<file path="src/hdl/pi_controller_antiwindup_defines.svh">
// Assertion shorthands shared by the controller modules.
// Both expect signals named clk and rst_n in the enclosing module.
`ifndef PI_CONTROLLER_ANTIWINDUP_DEFINES_SVH
`define PI_CONTROLLER_ANTIWINDUP_DEFINES_SVH

// The consequent must hold in the same cycle as the antecedent.
`define PICA_ASSERT_NOW(label, ante, cons, msg) \
    label: assert property (@(posedge clk) disable iff (!rst_n) (ante) |-> (cons)) \
        else $error(msg);

// The consequent must hold in the cycle after the antecedent.
`define PICA_ASSERT_NEXT(label, ante, cons, msg) \
    label: assert property (@(posedge clk) disable iff (!rst_n) (ante) |=> (cons)) \
        else $error(msg);

`endif

</file>
<file path="src/hdl/pica_pkg.sv">
`timescale 1ns / 1ps

package pica_pkg;

    localparam int FRAC_BITS_DEF = 16;

    localparam int DATA_W = 32;
    localparam int GAIN_W = 24;
    localparam int LIM_W  = 31;
    localparam int PROD_W = GAIN_W + 1 + DATA_W;
    localparam int SUM_W  = PROD_W + 3;
    localparam int CFG_IDX_W = 3;

    typedef enum logic [CFG_IDX_W-1:0] {
        REG_PROP_GAIN    = 3'd0,
        REG_INTEG_GAIN   = 3'd1,
        REG_OUTPUT_UPPER = 3'd2,
        REG_OUTPUT_LOWER = 3'd3,
        REG_ACCUM_LIMIT  = 3'd4,
        REG_WINDUP_MODE  = 3'd5
    } cfg_reg_t;

    localparam logic [GAIN_W-1:0]        PROP_GAIN_RST    = 24'd13107;
    localparam logic [GAIN_W-1:0]        INTEG_GAIN_RST   = 24'd3277;
    localparam logic signed [DATA_W-1:0] OUTPUT_UPPER_RST = 32'sd65536;
    localparam logic signed [DATA_W-1:0] OUTPUT_LOWER_RST = -32'sd65536;
    localparam logic [LIM_W-1:0]         ACCUM_LIMIT_RST  = 31'd1310720;
    localparam logic                     WINDUP_MODE_RST  = 1'b1;

    typedef struct packed {
        logic [GAIN_W-1:0]        prop_gain;
        logic [GAIN_W-1:0]        integ_gain;
        logic signed [DATA_W-1:0] output_upper;
        logic signed [DATA_W-1:0] output_lower;
        logic [LIM_W-1:0]         accum_limit;
        logic                     windup_mode;
    } cfg_t;

    // Error and both error products, ready for the integrator stage.
    typedef struct packed {
        logic                     valid;
        logic signed [DATA_W-1:0] err;
        logic signed [PROD_W-1:0] p_term;
        logic signed [PROD_W-1:0] ki_err;
    } front_t;

    // Terms of the output sum after the integrator has been updated.
    typedef struct packed {
        logic                     valid;
        logic signed [PROD_W-1:0] p_term;
        logic signed [PROD_W-1:0] ki_acc;
        logic                     take;
    } loop_t;

endpackage

</file>
<file path="src/hdl/pica_out.sv">
`timescale 1ns / 1ps
`include "pi_controller_antiwindup_defines.svh"

module pica_out
    import pica_pkg::*;
#(
    parameter int FRAC_BITS = FRAC_BITS_DEF
)
(
    input  logic                     clk,
    input  logic                     rst_n,
    input  loop_t                    loop,
    input  logic signed [DATA_W-1:0] output_upper,
    input  logic signed [DATA_W-1:0] output_lower,
    input  logic                     out_ready,
    output logic                     en,
    output logic                     out_valid,
    output logic signed [DATA_W-1:0] drive,
    output logic                     integrated
);

    logic signed [SUM_W-1:0]  y_sum;
    logic signed [SUM_W-1:0]  y;
    logic signed [SUM_W-1:0]  upper_ext;
    logic signed [SUM_W-1:0]  lower_ext;
    logic signed [DATA_W-1:0] drive_w;
    logic                     push;
    logic                     pop;

    logic                     out_valid_reg;
    logic signed [DATA_W-1:0] drive_reg;
    logic                     integrated_reg;
    logic                     skid_valid_reg;
    logic signed [DATA_W-1:0] skid_drive_reg;
    logic                     skid_integrated_reg;

    always_comb
    begin
        upper_ext = SUM_W'(output_upper);
        lower_ext = SUM_W'(output_lower);
        y_sum     = SUM_W'(loop.p_term) + SUM_W'(loop.ki_acc);
        y         = y_sum >>> FRAC_BITS;
        if (y > upper_ext)
        begin
            drive_w = output_upper;
        end
        else if (y < lower_ext)
        begin
            drive_w = output_lower;
        end
        else
        begin
            drive_w = y[DATA_W-1:0];
        end
    end

    assign en   = !skid_valid_reg;
    assign push = en && loop.valid;
    assign pop  = out_valid_reg && out_ready;

    always_ff @(posedge clk or negedge rst_n)
    begin
        if (!rst_n)
        begin
            out_valid_reg  <= 1'b0;
            skid_valid_reg <= 1'b0;
        end
        else if (!out_valid_reg || pop)
        begin
            out_valid_reg  <= skid_valid_reg || push;
            skid_valid_reg <= 1'b0;
        end
        else if (push)
        begin
            skid_valid_reg <= 1'b1;
        end
    end

    always_ff @(posedge clk)
    begin
        if (!out_valid_reg || pop)
        begin
            if (skid_valid_reg)
            begin
                drive_reg      <= skid_drive_reg;
                integrated_reg <= skid_integrated_reg;
            end
            else
            begin
                drive_reg      <= drive_w;
                integrated_reg <= loop.take;
            end
        end
        else if (push)
        begin
            skid_drive_reg      <= drive_w;
            skid_integrated_reg <= loop.take;
        end
    end

    assign out_valid  = out_valid_reg;
    assign drive      = drive_reg;
    assign integrated = integrated_reg;

    `PICA_ASSERT_NOW(a_skid_behind_out, skid_valid_reg, out_valid_reg,
        "skid entry held without a pending output beat")
    `PICA_ASSERT_NOW(a_drive_in_range, push && (output_lower <= output_upper),
        (drive_w <= output_upper) && (drive_w >= output_lower),
        "drive outside the output limits")

endmodule

</file>
<file path="config.mk">
export PLATFORM = sky130hd
export DESIGN_NAME = pica_out
export DESIGN_NICKNAME = d
export VERILOG_FILES = /design/src/hdl/pica_pkg.sv /design/src/hdl/pica_out.sv
export VERILOG_INCLUDE_DIRS = /design/src /design/src/hdl
export SDC_FILE = /design/constraint.sdc
export NUM_CORES = 1
export LEC_CHECK = 0
export BUFFER_PORTS_ARGS = -buffer_cell sky130_fd_sc_hd__buf_2
export CELL_PAD_IN_SITES_DETAIL_PLACEMENT = 0
export CELL_PAD_IN_SITES_GLOBAL_PLACEMENT = 2
export CORE_ASPECT_RATIO = 1.5
export CORE_MARGIN = 1.5
export CORE_UTILIZATION = 29
export CTS_CLUSTER_SIZE = 8
export DETAILED_ROUTE_END_ITERATION = 8
export GPL_TIMING_DRIVEN = 1
export PLACE_DENSITY_LB_ADDON = 0.08
export SLEW_MARGIN = 40
export SYNTH_ARGS = -nofsm -noshare
export SYNTH_HDL_FRONTEND = slang
export SYNTH_SLANG_ARGS = --single-unit
</file>
<file path="constraint.sdc">
create_clock -name clk -period 4 [get_ports clk]
set_input_delay 0.2 -clock clk [delete_from_list [all_inputs] [get_ports clk]]
set_output_delay 0.2 -clock clk [all_outputs]
set_load 0.02 [all_outputs]
</file>
After elaboration in Yosys (flattened, before gate mapping)
Index checks and enable logic that the tools add are counted.
- register bits: 68
- bits of input ports: 183
- output and inout bits: 35
- logic and storage cells: 24
- $add $sub $neg: 1
- $lt $le $gt $ge: 2
- multiplexer cells: 6
- bitwise operators: 1
- reduce and logical (&&, ||, !) cells: 8
- operators by type and width (operator ; count):
    $mux W32 ; 3
    $add A57 B57 Y58 ; 1
    $gt A42 B32 Y1 ; 1
    $lt A42 B32 Y1 ; 1
    $mux W1 ; 3
    $logic_and A1 B1 Y1 ; 2
    $logic_not A1 Y1 ; 2
    $logic_or A1 B1 Y1 ; 2
    $reduce_and A2 Y1 ; 1
    $reduce_bool A2 Y1 ; 1
    $not A1 Y1 ; 1

Depth between registers and ports, before layout
Gate-level depths: netlist of run 1.
- depth in word-level cells: 5
- depth in mapped cells: 24
- mapped depth without buffers: 22

Least setup slack after synthesis of run 1
No wires, ideal clock.
- path type: input -> register
- start point: input loop[7] (netlist bit)
- end point: register drive_reg[27] (netlist: drive[27]) (data pin)
- arrival time: 5.254 ns
- data required time: 3.740 ns
- slack: -1.513 ns
- stages: 22
- cells stage by stage: ha_1 -> a211oi_1 -> o22ai_1 -> a311o_1 -> o2111ai_1 -> and4b_1 -> nor2_1 -> a311o_1 -> o31ai_1 -> o21bai_1 -> xor2_1 -> ha_1 -> and4_1 -> nand4_1 -> or3_1 -> or4_4 -> o22a_1 -> nand3_2 -> mux2i_2 -> buf_6 -> a22oi_2 -> mux2_2
- longest elaborated chain between the ends: 5
- elaborated cells between the ends (all ways): 6
- those cells by class: add/sub (1); order compare (2); mux (3)
- RTL lines (item ; line ; RTL):
    start: declaration ; pica_out.sv:12 ; input loop_t loop,
    $add A57 B57 Y58 * ; pica_out.sv:41 ; y_sum = SUM_W'(loop.p_term) + SUM_W'(loop.ki_acc);
    $lt A42 B32 Y1 ; pica_out.sv:47 ; else if (y < lower_ext)
    $mux W32 ; pica_out.sv:47 ;
    $mux W32 * ; pica_out.sv:43 ; if (y > upper_ext)
    named net drive_w[27] ; pica_out.sv:26 ; logic signed [DATA_W-1:0] drive_w;
    $mux W32 * ; pica_out.sv:83 ; if (skid_valid_reg)
    end signal: assignment ; pica_out.sv:85 ; drive_reg <= skid_drive_reg;
    end signal: assignment ; pica_out.sv:90 ; drive_reg <= drive_w;
    end: declaration ; pica_out.sv:31 ; logic signed [DATA_W-1:0] drive_reg;
The timed path passes the listed nets; every way through them passes the cells marked *.
A chain may end at the register's enable or synchronous reset.

Final worst setup path of run 1
- start point: input loop[7] (netlist bit)
- end point: register drive_reg[14] (netlist: drive[14]) (data pin)
Same word-level chain as after synthesis.

==> results of run 1 <==
-- area by class of cell --
| type | count | area, um2 |
|---|---|---|
| inverter | 89 | 334.1 |
| tap | 346 | 432.9 |
| clock inverter | 7 | 115.1 |
| multi-input combinational | 788 | 6426 |
| timing repair buffer | 503 | 3379 |
| antenna | 2 | 5.005 |
| clock buffer | 9 | 225.2 |
| sequential | 68 | 2032 |
| fill | 2841 | 15010 |
-- timing repair --
item,in CTS,in global routing
endpoints found under the setup margin,64,64
gates resized for setup,70,76
pin swaps,22,20
hold buffers,1,0
endpoints found under the hold margin,2,0
buffers inserted,9,10
gates cloned,2,1
-- metrics by stage --
stage | cell area, um2 | hold slack [ns]
after detailed placement | 11820 | -0.01474
after global placement | 11820 | -0.01196
after CTS | 12560 | 0.04267
after floorplan | 8402 | -0.09559
final | 12950 | 0.05235
after global routing | 12950 | 0.04905
-- synth_stat cells, types with 12 or more instances --
master	instances
a21o_1	31
a21oi_1	86
a31oi_2	12
clkbuf_1	12
edfxtp_1	66
ha_1	139
inv_1	88
mux2_2	22
nand2_1	100
nand2b_1	12
nand3_1	21
nand4_1	21
nor2_1	72
nor3_1	14
o21ai_0	53
xnor2_1	21
xor2_1	14
-- worst max-delay path by stage --
stage	from	endpoint	slack, ns
after floorplan	loop[7]	drive[16]	-1.23
after global placement	loop[7]	drive[24]	-1.75
after detailed placement	loop[7]	drive[5]	-1.90
after CTS	loop[7]	drive[4]	-1.37
after global routing	loop[7]	drive[20]	-1.62
final	loop[7]	drive[14]	-1.35
-- report_power, final --
group          internal, mW  total (mW)  switching (mW)
sequential            0.988        1.02          0.0286
clock                 0.606       0.912           0.306
combinational          1.48        3.01            1.53
total                  3.07        4.93            1.86
-- logic make-up (layout without fill, tap and decap cells) --
group / after synthesis / in the layout / synth area share [%]
xor gates and xnor gates: 35 / 35 / 3.710
other: 0 / 2 / 0
muxes: 29 / 29 / 3.952
and+or+nand+nor: 294 / 294 / 16.96
AOI/OAI and AO/OA: 291 / 291 / 24.08
buffers and inverters: 114 / 608 / 5.663
DFF: 68 / 68 / 24.59
adders and majority gates: 139 / 139 / 21.05
-- metal layers --
layer  track usage, %  part of all wire, %  vias up
li1                 -                    -     4602
met4            5.963                  2.1        0
met3            2.122                  3.3       28
met1            22.99                   42     4053
met5                0                    0        -
met2            36.89                   52      172
==> flow_summary.toml, run 1 <==
[placed_design]
place_congestion = 0.8265
dp.cells = 1774
hpwl_um = 24820
portBuffers = 217
place_ws_ns = -1.898

[clocking]
htreeDepth = 3
cts_buffers = 9
path_clk_slew_ns = 0.06
clockRootBuffer = "clkbuf_16"
cts_tree = "yes"
clk_path_buf_depth = 2
numClockSinks = 68
clk_latency_ns = 0.33

[global_routing]
grtUsageTotal_pct = 19.58
antenna_found_initial = 2
grt-ovfl-total = 0
grt_max_degree = 37
grt_pass1_vias = 9098
grt_pass1_wl_um = 45680

[sta]
skew_ns = 0.003027
period_needed_ns = 5.353
fin_tns_setup_ns = -76.47
relSlewSlack_pct = 62.21
setup_viol = 64
fin_crit_sh_pct = 133.8
setup_ws_ns = -1.353
maxSlewViolCount = 0
worst_pin_slew_ns = 0.5525
rsz0062_at_grt = "yes"
hold_viol = 0
max_freq_mhz = 186.8

[setup_path]
crit_path_max_incr_delay_ns = 0.44
critPathCaptureType = "flip-flop"
critPathMaxFanout = 6
cp.depth = 24
cp_slowest_cell = "or4_4"
r2r_slack_ns = 1.78
reg2reg_to = "drive[14]"
cp.required_ns = 4.08
r2r_start = "skid_valid_reg"
cp-start-kind = "input port"
critical_path_class = "input port to flip-flop"
arrival_ns = 5.44
cp_top_family = "compound AO/OA/AOI/OAI gates"
rr_worst_depth = 4
path_cells = "buf_6 > ha_4 > a211oi_2 > o22ai_1 > a311o_1 > o2111ai_2 > and4b_2 > nor2_4 > a311o_1 > o221ai_2 > o221ai_2 > xor2_1 > ha_1 > and3_4 > nand4_1 > or3_4 > or4_4 > o22a_1 > nand3_2 > mux2_4 > buf_6 > nor2_4 > a31oi_4 > mux2_4"
path_buf_inv = 2

[logic_synthesis]
synth_top_area_share_pct = 23.99
syn-num-nets = 1292
yosys_warnings = 0
ys.flop_type = "edfxtp_1"
ys_async_sr_fraction_pct = 2.941
synth_area_leaders = "edfxtp_1 (24%), ha_1 (21%), a21oi_1 (5.2%)"
syn_area_um2 = 8263
syn-instance-count = 970
synth_edf_count = 66
yosysSeqAreaShare_pct = 24.59
synth_cell_types = 75
yosys.area.top_type = "edfxtp_1"
avgSynthCellArea_um2 = 8.518
ys_seq_elements = 68

[die]
dieHeight_um = 209.7
initial_core_util_pct = 29.55
core_um2 = 27960
num_rows = 75
num_io_pins = 218
die_w_um = 140.8
die-area_um2 = 29540

[routing]
wl_um = 29120
wl_per_cell_um = 16.07
drtIter0Drc = 323
vias_per_cell = 4.887
vias = 8855
first_pass_iters = 6
drcViolationCount = 0
ant_nets = 0

[cells_and_area]
drive_gt1_share_pct = 45.22
final_cell_mix = "buf_4 (265), buf_2 (215), ha_1 (132)"
layout_commonest_cell = "buf_4"
fin_cells = 1812
area_growth_pct = 56.72
final_util_pct = 46.31
fin_nets = 1781

[status]
violations = "negative setup slack"
status = "finished with violations"

[power_and_ir_drop]
p_leak_nw = 6.363
powerDensity_nw_per_um2 = 381.0
finalPower_mw = 4.935
worst_ir_drop_vdd_uv = 203.3

[hold_path]
hold_class = "input port to flip-flop"
holdPathEnd = "skid_integrated_reg"
min_path_cells = 1
min_from = "loop[0]"

[job]
drv_cap = 0
Power figures use the tool's default switching activity.
==> run 2, diff against run 1 <==
Settings changed: CAP_MARGIN from default to 0, SKIP_LAST_GASP from default to 1.
==> flow_summary.toml, run 2 (synthesis gave the netlist of run 1 again) <==
[routing]
wl_per_cell_um = 16.02
vias_per_cell = 4.878
vias = 8819
first_pass_iters = 4
drtIter0Drc = 297
wl_um = 28970
ant_nets = 0
drcViolationCount = 0

[setup_path]
rr_worst_depth = 4
r2r_slack_ns = 1.77
critPathCaptureType = "flip-flop"
critPathMaxFanout = 6
r2r_start = "skid_valid_reg"
cp.required_ns = 4.09
cp-start-kind = "input port"
reg2reg_to = "drive[2]"
arrival_ns = 5.46
critical_path_class = "input port to flip-flop"

[placed_design]
hpwl_um = 24820
place_congestion = 0.8265
portBuffers = 217
place_area_um2 = 11820

[sta]
setup_viol = 64
max_freq_mhz = 186.2
period_needed_ns = 5.371
maxSlewViolCount = 0
fin_tns_setup_ns = -76.35
relSlewSlack_pct = 62.37
worst_pin_slew_ns = 0.5502
hold_viol = 0
skew_ns = 0.002951
rsz0062_at_grt = "yes"
setup_ws_ns = -1.371
fin_crit_sh_pct = 134.3
whs_ns = 0.05363

[clocking]
htreeDepth = 3
cts_tree = "yes"
clockRootBuffer = "clkbuf_16"
path_clk_slew_ns = 0.06
clk_path_buf_depth = 2
numClockSinks = 68
cts_buffers = 9
clk_latency_ns = 0.33

[cells_and_area]
drive_gt1_share_pct = 44.59
fin_nets = 1777
final_cell_mix = "buf_4 (262), buf_2 (215), ha_1 (131)"
layout_commonest_cell = "buf_4"
final_area_um2 = 12820
area_growth_pct = 55.13

[power_and_ir_drop]
worst_ir_drop_vdd_uv = 205.2
powerDensity_nw_per_um2 = 377.9
p_leak_nw = 6.296
finalPower_mw = 4.844

[global_routing]
grt-ovfl-total = 0
grtUsageTotal_pct = 19.57
antenna_found_initial = 2
grt_pass1_vias = 9076
grt_max_degree = 37
grt_pass1_wl_um = 45680

[die]
die-area_um2 = 29540
num_io_pins = 218
dieHeight_um = 209.7
initial_core_util_pct = 29.55
die_w_um = 140.8
num_rows = 75
core_um2 = 27960

[hold_path]
hold_class = "input port to flip-flop"
min_path_cells = 1
holdPathEnd = "skid_integrated_reg"
min_from = "loop[0]"

[job]
drv_cap = 0

[status]
status = "finished with violations"
violations = "negative setup slack"
run 2: cell types whose count changed in the layout (fill, tap and decap cells not counted), sizes merged:
| cell | delta |
|---|---|
| buf | -4 |
run 2: what timing repair did:
| item | 4_1_cts | 5_1_grt |
|---|---|---|
| cloned | 2 | 1 |
| gates resized for setup | 63 | 55 |
| buffers inserted | 9 | 8 |
| endpoints found under the hold margin | 2 | 0 |
| endpoints found under the setup margin | 64 | 64 |
| pin swaps | 22 | 20 |
| hold buffers | 1 | 0 |
run 2: per-layer routing:
metal | track usage, % | share of wire (%) | vias up
met5 | 0 | 0 | -
met4 | 5.963 | 2.0 | 0
met3 | 2.145 | 3.1 | 26
met2 | 36.78 | 52 | 168
met1 | 23.05 | 43 | 4035
li1 | - | - | 4590
run 2: per-stage QoR:
stage	worst slack, ns	std cells	utilization (%)
final	-1.371	1808	45.84
after global routing	-1.605	1808	45.84
after CTS	-1.374	1802	44.80
after detailed placement	-1.898	1774	42.28
after global placement	-1.752	1774	42.26
after floorplan	-1.234	970	-
run 2: report_power, final:
| group | internal [mW] | total (mW) | leakage (nW) | switching, mW |
|---|---|---|---|---|
| combinational | 1.43 | 2.92 | 5.48 | 1.49 |
| clock | 0.606 | 0.911 | 0.165 | 0.305 |
| sequential | 0.988 | 1.02 | 0.654 | 0.0283 |
| total | 3.02 | 4.84 | 6.30 | 1.82 |
run 2: how the worst max path moves through the flow:
stage	startpoint	to	slack, ns
after floorplan	loop[7]	drive[16]	-1.23
after global placement	loop[7]	drive[24]	-1.75
after detailed placement	loop[7]	drive[5]	-1.90
after CTS	loop[7]	drive[5]	-1.37
after global routing	loop[7]	drive[14]	-1.60
final	loop[7]	drive[22]	-1.37
run 2: final cells by class:
cell class	instances	area, um2
antenna	2	5.005
clock buffer	9	225.2
clock inverter	7	115.1
fill	2842	15150
inverter	89	334.1
multi-input combinational	788	6329
sequential	68	2032
tap	346	432.9
timing repair buffer	499	3346
run 2: critical path: stages:
cell and delay (ns):
buf_6 0.10, ha_4 0.24, a211oi_2 0.21, o22ai_1 0.11, a311o_1 0.31, o2111ai_2 0.19, and4b_2 0.33, nor2_4 0.05
a311o_1 0.38, o221ai_2 0.22, o221ai_2 0.16, xor2_1 0.18, ha_1 0.31, and3_4 0.18, nand4_1 0.17, or3_4 0.38
or4_4 0.43, o22a_1 0.19, nand3_2 0.11, mux2i_4 0.34, buf_6 0.21, buf_6 0.11, a22oi_2 0.07, mux2_4 0.26
==> run 3, diff against run 2 <==
Settings changed: RECOVER_POWER from default to 100.
==> flow_summary.toml, run 3 (synthesis gave the netlist of run 1 again) <==
[status]
status = "finished with violations"
violations = "max-capacitance violations, max-slew violations, negative setup slack"

[sta]
fin_crit_sh_pct = 134.3
skew_ns = 0.003061
setup_viol = 64
rsz0062_at_grt = "yes"
hold_viol = 0
worst_pin_slew_ns = 1.816
maxSlewViolCount = 37
setup_ws_ns = -1.370
period_needed_ns = 5.370
relSlewSlack_pct = -21.06
max_freq_mhz = 186.2

[routing]
wl_um = 29050
top_layer_used = "met4"
wl_met3_um = 903
first_pass_iters = 4
ant_nets = 0
wl_per_cell_um = 16.07
wl_met2_um = 15180
drtIter0Drc = 315
m1WireLength_um = 12400
vias = 8855
vias_per_cell = 4.898
drcViolationCount = 0

[die]
initial_core_util_pct = 29.55
die_w_um = 140.8
core_um2 = 27960
die-area_um2 = 29540
dieHeight_um = 209.7
num_rows = 75
num_io_pins = 218

[cells_and_area]
fillCellCount = 2852
final_area_um2 = 12760
area_growth_pct = 54.48
layout_commonest_cell = "buf_4"
fin_nets = 1777
final_cell_mix = "buf_4 (261), buf_2 (180), ha_1 (131)"
fin_cells = 1808
drive_gt1_share_pct = 42.12

[power_and_ir_drop]
p_int_mw = 2.995
pwr-share-comb_pct = 59.9
powerDensity_nw_per_um2 = 378.0
p_leak_nw = 6.195
worst_ir_drop_vdd_uv = 205.7
netSwitchingPower_mw = 1.830
p_clk_share_pct = 18.9
swShare_pct = 37.93
power_frac_seq_pct = 21.2

[setup_path]
r2r_start = "out_valid"
cp.required_ns = 4.09
cp-start-kind = "input port"
critPathMaxFanout = 6
cp-startpoint = "loop[7]"
arrival_ns = 5.46
critPathCaptureType = "flip-flop"
critical_path_class = "input port to flip-flop"

[clocking]
numClockSinks = 68
clk_path_buf_depth = 2
clk_latency_ns = 0.33
clockRootBuffer = "clkbuf_16"
cts_buffers = 9
path_clk_slew_ns = 0.06
htreeDepth = 3
cts_tree = "yes"

[placed_design]
place_congestion = 0.8265
portBuffers = 217
hpwl_um = 24820
dp.cells = 1774
place_area_um2 = 11820

[hold_path]
min_from = "loop[0]"
hold_class = "input port to flip-flop"

[global_routing]
grt_pass1_vias = 9076
grt_max_degree = 37
grtUsageTotal_pct = 19.57
grt-ovfl-total = 0
grt_pass1_wl_um = 45680
antenna_found_initial = 2

[job]
drv_cap = 1
==> run 3: repair_timing <==
item,in CTS,in global routing
hold buffers,1,0
gates cloned,2,1
pin swaps,22,20
setup endpoints to repair,64,64
setup buffers,9,8
endpoints found under the hold margin,2,0
resized for setup,63,55
==> run 3: layer usage <==
metal	vias to the layer above	track usage [%]
met3	26	2.145
met4	0	5.963
li1	4592	-
met5	-	0
met2	174	36.78
met1	4063	23.05
==> run 3: metrics by stage <==
step | power, mW | worst slack [ns] | setup TNS, ns | hold WS [ns] | utilization [%]
after floorplan | 2.526 | -1.234 | -70.50 | -0.09559 | -
after global placement | 3.628 | -1.752 | -102.90 | -0.01196 | 42.26
after detailed placement | 3.650 | -1.898 | -111.27 | -0.01474 | 42.28
after CTS | 4.777 | -1.374 | -77.97 | 0.04267 | 44.80
after global routing | 5.184 | -1.605 | -92.05 | 0.04905 | 45.65
final | 4.825 | -1.370 | -76.29 | 0.05443 | 45.65
==> run 3: worst paths after layout <==
path	slack [ns]	end	depth (start not counted)
worst max-delay path	-1.37	drive[22]	24
worst min-delay path	0.05	skid_integrated_reg	1
worst min register to register	0.54	drive[15]	2
max in group asynchronous	3.70	out_valid	2
min in group asynchronous	0.18	skid_valid_reg	2
worst max register to register	1.12	skid_drive_reg[4]	3
==> run 3: worst max-delay path, stage by stage <==
cell and delay, ns:
buf_6 0.10, ha_4 0.24, a211oi_2 0.21, o22ai_1 0.11, a311o_1 0.31, o2111ai_2 0.19, and4b_2 0.33, nor2_4 0.05
a311o_1 0.38, o221ai_2 0.22, o221ai_2 0.16, xor2_1 0.18, ha_1 0.31, and3_4 0.18, nand4_1 0.17, or3_4 0.38
or4_4 0.43, o22a_1 0.19, nand3_2 0.11, mux2i_4 0.34, buf_6 0.21, buf_6 0.11, a22oi_2 0.07, mux2_4 0.26
==> run 3: layout make-up <==
cell class                 instances  area, um2  share of cell area (%)
antenna                            2      5.005                 0.03921
clock inverter                     7      115.1                  0.9018
tap                              346      432.9                   3.392
clock buffer                       9      225.2                   1.764
multi-input combinational        788       6321                   49.52
inverter                          89      334.1                   2.617
timing repair buffer             499       3299                   25.85
sequential                        68       2032                   15.92
==> run 3: power groups by stage <==
stage | combinational, mW | clock [mW] | sequential (mW)
after global routing | 3.20 | 0.955 | 1.03
after detailed placement | 2.62 | 0 | 1.03
final | 2.89 | 0.911 | 1.02
after floorplan | 1.37 | 0 | 1.16
after CTS | 2.83 | 0.932 | 1.02
after global placement | 2.59 | 0 | 1.03
